## src/rtl/first_match_prefix_route_table_top_defines.svh

```systemverilog
// ----------------------------------------------------------------------------
// Route table assertion macros
// Shared concurrent assertion shorthands, clocked on i_clk and held off
// while i_rst_n is low.
// ----------------------------------------------------------------------------
`ifndef FIRST_MATCH_PREFIX_ROUTE_TABLE_TOP_DEFINES_SVH
`define FIRST_MATCH_PREFIX_ROUTE_TABLE_TOP_DEFINES_SVH

// Same-cycle implication.
`define FMPRT_ASSERT_IMP(name, cond, prop) \
    name: assert property (@(posedge i_clk) disable iff (!i_rst_n) \
        (cond) |-> (prop)) else $error("route table check failed");

// Next-cycle implication.
`define FMPRT_ASSERT_NXT(name, cond, prop) \
    name: assert property (@(posedge i_clk) disable iff (!i_rst_n) \
        (cond) |=> (prop)) else $error("route table sequencing check failed");

`endif

```

## src/rtl/fmprt_pkg.sv

```systemverilog
// ----------------------------------------------------------------------------
// Route table package
// Sizes, operation codes and the control bundle broadcast to the route cells.
// ----------------------------------------------------------------------------
`timescale 1ns / 1ps

package fmprt_pkg;

    localparam int MAX_ROUTES = 16;
    localparam int MAX_PREFIX = 64;

    localparam int OP_W   = 2;
    localparam int SLOT_W = 4;
    localparam int POS_W  = 6;
    localparam int BYTE_W = 8;
    localparam int METH_W = 8;
    localparam int LEN_W  = 7;
    localparam int CNT_W  = 7;
    localparam int ACT_W  = 5;

    typedef enum logic [OP_W-1:0] {
        OP_HEADER = 2'd0,
        OP_PREFIX = 2'd1,
        OP_PATH   = 2'd2,
        OP_NONE   = 2'd3
    } t_op;

    // Broadcast to every cell; write enables travel separately per cell.
    typedef struct packed {
        logic [POS_W-1:0]  wr_pos;
        logic [BYTE_W-1:0] wr_byte;
        logic [METH_W-1:0] wr_method;
        logic [LEN_W-1:0]  wr_length;
        logic              rd_en;
        logic [POS_W-1:0]  rd_addr;
        logic              cmp_en;
        logic [BYTE_W-1:0] cmp_byte;
        logic [CNT_W-1:0]  cmp_pos;
        logic              finish;
        logic [METH_W-1:0] req_method;
        logic [CNT_W-1:0]  final_count;
    } t_cell_ctl;

endpackage

```

## src/rtl/fmprt_cell.sv

```systemverilog
// ----------------------------------------------------------------------------
// Route cell
// Holds one route: header, prefix bytes and the running match flag. Passes
// the first-match claim on to the next cell.
// ----------------------------------------------------------------------------
`timescale 1ns / 1ps

module fmprt_cell (
    input  logic                  i_clk,
    input  logic                  i_rst_n,
    input  logic                  i_hdr_we,
    input  logic                  i_byte_we,
    input  logic                  i_active,
    input  fmprt_pkg::t_cell_ctl  i_ctl,
    input  logic                  i_claim,
    output logic                  o_claim,
    output logic                  o_sel
);

    logic [fmprt_pkg::BYTE_W-1:0] r_mem [fmprt_pkg::MAX_PREFIX];
    logic [fmprt_pkg::BYTE_W-1:0] r_rdata;
    logic [fmprt_pkg::METH_W-1:0] r_method;
    logic [fmprt_pkg::LEN_W-1:0]  r_length;
    logic                         r_match;
    logic                         r_qual;
    logic                         n_match;
    logic                         n_qual;
    logic                         mismatch;

    always_ff @(posedge i_clk) begin
        if (i_byte_we) begin
            r_mem[i_ctl.wr_pos] <= i_ctl.wr_byte;
        end
    end

    always_ff @(posedge i_clk) begin
        if (i_ctl.rd_en) begin
            r_rdata <= r_mem[i_ctl.rd_addr];
        end
    end

    always_ff @(posedge i_clk) begin
        if (i_hdr_we) begin
            r_method <= i_ctl.wr_method;
            r_length <= i_ctl.wr_length;
        end
    end

    // Only positions inside the route's prefix can break the match.
    assign mismatch = i_ctl.cmp_en && (i_ctl.cmp_pos < r_length) &&
                      (r_rdata != i_ctl.cmp_byte);
    assign n_match  = r_match && !mismatch;
    assign n_qual   = i_active && n_match && (r_length <= i_ctl.final_count) &&
                      ((r_method == '0) || (r_method == i_ctl.req_method));

    always_ff @(posedge i_clk) begin
        if (!i_rst_n) begin
            r_match <= 1'b1;
            r_qual  <= 1'b0;
        end else if (i_ctl.finish) begin
            r_match <= 1'b1;
            r_qual  <= n_qual;
        end else begin
            r_match <= n_match;
        end
    end

    assign o_sel   = r_qual && !i_claim;
    assign o_claim = i_claim || r_qual;

endmodule

```

## config.mk

```make
export PLATFORM = sky130hd
export DESIGN_NAME = fmprt_cell
export DESIGN_NICKNAME = d
export VERILOG_FILES = /design/src/rtl/first_match_prefix_route_table_top_defines.svh /design/src/rtl/fmprt_pkg.sv /design/src/rtl/fmprt_cell.sv
export SDC_FILE = /design/constraint.sdc
export NUM_CORES = 1
export LEC_CHECK = 0
export BUFFER_PORTS_ARGS = -buffer_cell sky130_fd_sc_hd__buf_4
export CAP_MARGIN = 20
export CORE_MARGIN = 2
export CORE_UTILIZATION = 45
export CTS_CLUSTER_DIAMETER = 50
export DETAILED_ROUTE_END_ITERATION = 16
export HOLD_SLACK_MARGIN = 0.12
export PLACE_DENSITY = 0.63
export SYNTH_ARGS = -nofsm -noshare
export SYNTH_HDL_FRONTEND = slang
export SYNTH_SLANG_ARGS = --single-unit
```

## constraint.sdc

```tcl
create_clock -name i_clk -period 2.9 [get_ports i_clk]
set_input_delay 0 -clock i_clk [delete_from_list [all_inputs] [get_ports i_clk]]
set_output_delay 0 -clock i_clk [all_outputs]
set_load 0.03 [all_outputs]
```

# After elaboration in Yosys (flattened, before gate mapping)
# Memory sizes are Yosys's and may differ from the RTL's. A register that Yosys moved wholly into a read port is not among the register bits.
# Cells that the tools add are included.
# classes
bitwise	1
n_lt_le_gt_ge	2
reduce_logical	13
muxes	2
eq_ne	2
# op_table
operator	count
$eq A8 B8 Y1	1
$logic_not A8 Y1	1
$ne A8 B8 Y1	1
$le A7 B7 Y1	1
$logic_and A1 B1 Y1	7
$lt A7 B7 Y1	1
$logic_not A1 Y1	2
$logic_or A1 B1 Y1	2
$mux W1	2
$reduce_or A2 Y1	1
$not A1 Y1	1
# totals
input_bits	74
word_cells	25
n_memories	1
out_inout_bits	2
reg_bits	17
ram_bits	512
# memory_table
memory	depth	width	read_ports	rd_clocked_by_memory_dff	wr	line	rtl
r_mem	64	8	1	1	1	fmprt_cell.sv:20	logic [fmprt_pkg::BYTE_W-1:0] r_mem [fmprt_pkg::MAX_PREFIX];

# Logic depth before layout (Yosys ltp)
# logic_depth
ltp_word	8
depth_mapped	9

# Worst setup path before layout
# No wires, ideal clock.
# synth_timing
path_type	in2reg
from	input i_ctl[32] (netlist name)
to	register r_rdata[1] (netlist name) (read register of r_mem) (data pin)
stages	7
t_arrival_ps	1529
n_path_buf	3
slack_ps	1102
cell_sequence	buf_6 -> buf_6 -> buf_2 -> mux4_2 -> a22o_1 -> o31ai_1 -> o41ai_1
# synth_rtl
item	line	rtl
start: declaration	fmprt_cell.sv:14	input fmprt_pkg::t_cell_ctl i_ctl,
end: declaration	fmprt_cell.sv:21	logic [fmprt_pkg::BYTE_W-1:0] r_rdata;

# Worst setup path after layout
# layout_timing
from	register r_method[6] (netlist name)
to	register r_qual
# layout_via
elab_chain_cells	3
# layout_rtl
item	line	rtl
start: declaration	fmprt_cell.sv:22	logic [fmprt_pkg::METH_W-1:0] r_method;
start signal: assignment	fmprt_cell.sv:44	r_method <= i_ctl.wr_method;
$eq A8 B8 Y1 or $logic_not A8 Y1 (tied branches)	fmprt_cell.sv:54	((r_method == '0) || (r_method == i_ctl.req_method));
$logic_or A1 B1 Y1 (*)	fmprt_cell.sv:54	
$logic_and A1 B1 Y1 (*)	fmprt_cell.sv:53	assign n_qual = i_active && n_match && (r_length <= i_ctl.final_count) &&
end signal: assignment	fmprt_cell.sv:62	r_qual <= n_qual;
end: declaration	fmprt_cell.sv:25	logic r_qual;
# Mark *: on every way between the ends. The rest lies on a longest branch, timed or not.
# A chain may end at the register's enable or synchronous reset.

==> impl_metrics.tcl <==
set metrics [dict create \
    cts_resized 0 \
    end_kind "flop" \
    clk_latency_ps 620 \
    final_cells 1894 \
    startpoint "r_method[6]$_DFFE_PP_" \
    cts_tree "built" \
    dieHeight_um 221 \
    drc 0 \
    worstMarginPinSlew_ps 1030 \
    combPwrFrac_pct 5.8 \
    initial_core_util_pct 45.7 \
    multi_input_area_um2 4820 \
    outcome "complete, no violations" \
    areaGrowthSynthToFinish_pct 18.9 \
    period_share_pct 89.4 \
    critPathKind "flop to flop" \
    grt_pass1_wl_um 73200 \
    hp-class "input pin to flop" \
    switchingPower_mw 3.55 \
    syn_inst 1041 \
    vias_per_cell 5.76 \
    timing.fmax_ghz 0.386 \
    wl_per_cell_um 25.5 \
    final-setup-viol-count 0 \
    ff_latch_area_um2 16100 \
    p_per_area_nw_per_um2 660 \
    vias 10911 \
    max_cap_violations 0 \
    cts.sinks 537 \
    maxSlewViolCount 0 \
    die_x_um 221 \
    p_seq_share_pct 51.9 \
    yosysWarnings 0 \
    fin_crit_ps 2590 \
    synth-main-ff-cell "edfxtp_1" \
    gp_congestion 0.781 \
    synth_edf_count 535 \
    track_usage_pct 20.0 \
    nets 1330 \
    first_pass_iters 5 \
    grt_start_max_net_pins 65 \
    worstHoldStart "i_ctl[67]" \
    cts.root.buffer_cell "clkbuf_16" \
    ys_types 44 \
    io_pins 76 \
    p_clk_share_pct 42.3 \
    reg2reg_from "r_method[6]$_DFFE_PP_" \
    syn_nets 1128 \
    hpwl_um 29800 \
    path_clk_slew_ps 60 \
    arrival_ps 3140 \
    start_kind "flop" \
    max_slew_margin_pct 31.0 \
    final_common_cell "edfxtp_1" \
    critPathRequiredTime_ps 3440 \
    cts_buffers 58 \
    antenna_found_initial 1 \
    p_int_mw 13.1 \
    fillerInstances 3596 \
    finalSetupTns_ps 0 \
    die-area_um2 49000 \
    grt_pass1_vias 11369 \
    synth-seq-area-share_pct 75.8 \
    postCtsSetupBuffers 0 \
    dpl.cell_count 1734 \
    synth_seq_cells 537 \
    hold_viol 0 \
    core-area_um2 46600 \
    async_flop_share_pct 0 \
    yosys-top-cells-area "edfxtp_1 (76%), mux4_2 (13%), nor2_1 (1.2%)" \
    wl_um 48200 \
    synth_top_area_share_pct 75.6 \
    layout_common_cells "edfxtp_1 (535), buf_4 (131), mux4_2 (121)" \
    clock_path_buffers 3 \
    ant_nets 0 \
    avgSynthCellArea_um2 20.4 \
    max-vdd-ir-drop_mv 0.712 \
    htree_levels 2 \
    rsz0062_at_grt "false" \
    cp_max_fo 2 \
    port_buffers 75 \
    drive_gt1_share_pct 27.9 \
    grt-ovfl-total 0 \
    synth_area_um2 21300 \
    yosysTopAreaCell "edfxtp_1" \
    dr.first_iter.drc_count 968 \
    hold_buffers 56 \
    finClkSkew_ps 20.6 \
    swShare_pct 21.3 \
    leakage_nw 8.27 \
    core.rowCount 79 \
]
==> state kept, by name (all words and copies together), names as in the netlist <==
| name | cells |
|---|---|
| r_length | 7 |
| r_match | 1 |
| r_rdata | 8 |
| r_qual | 1 |
| r_mem | 512 |
| r_method | 8 |
==> Yosys cell counts (all sizes together) (9+ instances only) <==
master / count
o21ai: 10
clkbuf: 20
nor3: 10
mux2: 12
a21oi: 12
ha: 13
nand2b: 10
o221ai: 11
nor2b: 18
edfxtp: 535
nand4: 9
mux4: 121
o22ai: 14
nor2: 68
buf: 34
inv: 13
nand2: 20
mux2i: 24
==> per-layer routing <==
layer / GRT usage (%) / share of wire [%] / up-vias
met2: 31.0 / 47 / 417
met3: 4.47 / 7.3 / 91
met1: 28.5 / 43 / 5673
li1: - / - / 4730
met4: 6.32 / 2.8 / 0
met5: 0 / 0 / -
==> kinds of logic after synthesis <==
| kind of cell | after synthesis | share of synthesized area [%] |
|---|---|---|
| DFF | 537 | 75.8 |
| xor gates and xnor gates | 16 | 0.659 |
| AOI/OAI and AO/OA | 93 | 3.09 |
| buffers and inverters | 67 | 1.57 |
| adders and majority gates | 13 | 0.765 |
| and+or+nand+nor | 158 | 3.56 |
| muxes | 157 | 14.6 |
==> worst paths after layout <==
path	slack, ps	depth (start not counted)	endpoint
setup / recovery	310	7	r_qual$_SDFFE_PN0P_
hold / removal	180	4	r_mem[49][6]$_DFFE_PP_
setup reg to reg	310	7	r_qual$_SDFFE_PN0P_
hold reg to reg	840	4	r_rdata[7]$_DFFE_PP_
==> metrics by stage <==
| stage | hold slack [ps] | setup WS, ps | util [%] | total power, mW | instance area (µm²) |
|---|---|---|---|---|---|
| 2_1_floorplan | 98.9 | 1100 | - | 9.31 | 21300 |
| 3_3_place_gp | 180 | 511 | 49.1 | 9.72 | 22900 |
| 3_5_place_dp | 179 | 462 | 49.1 | 9.74 | 22900 |
| 4_1_cts | 131 | 478 | 54.3 | 16.8 | 25300 |
| 5_1_grt | 161 | 215 | 54.3 | 17.2 | 25300 |
| 6_report | 176 | 306 | 54.3 | 16.7 | 25300 |
==> power groups by stage <==
stage / Clock (mW) / Combinational (mW) / Sequential [mW]
floorplan: 0 / 0.502 / 8.81
global placement: 0 / 0.901 / 8.82
detailed placement: 0 / 0.915 / 8.82
CTS: 7.19 / 0.976 / 8.66
global route: 7.50 / 1.05 / 8.66
finish: 7.06 / 0.964 / 8.66
==> cell type report <==
class / count / area share [%]
diodes: 1 / 0.00990
clock buffers: 68 / 5.98
clock inverters: 35 / 1.27
inverters: 13 / 0.193
multi-input cells: 437 / 19.1
flip-flops and latches: 537 / 63.7
well taps: 607 / 3.01
repair buffers: 196 / 6.75
==> critical path: stages (launching register included) <==
cell and delay, ps:
edfxtp_1 410, xnor2_1 220, nand4_1 110, o21ai_0 260, nand4_1 150, dlygate4sd3_1 600
o31ai_1 210, dlygate4sd3_1 580
No activity file was read; power rests on OpenSTA's default activity.
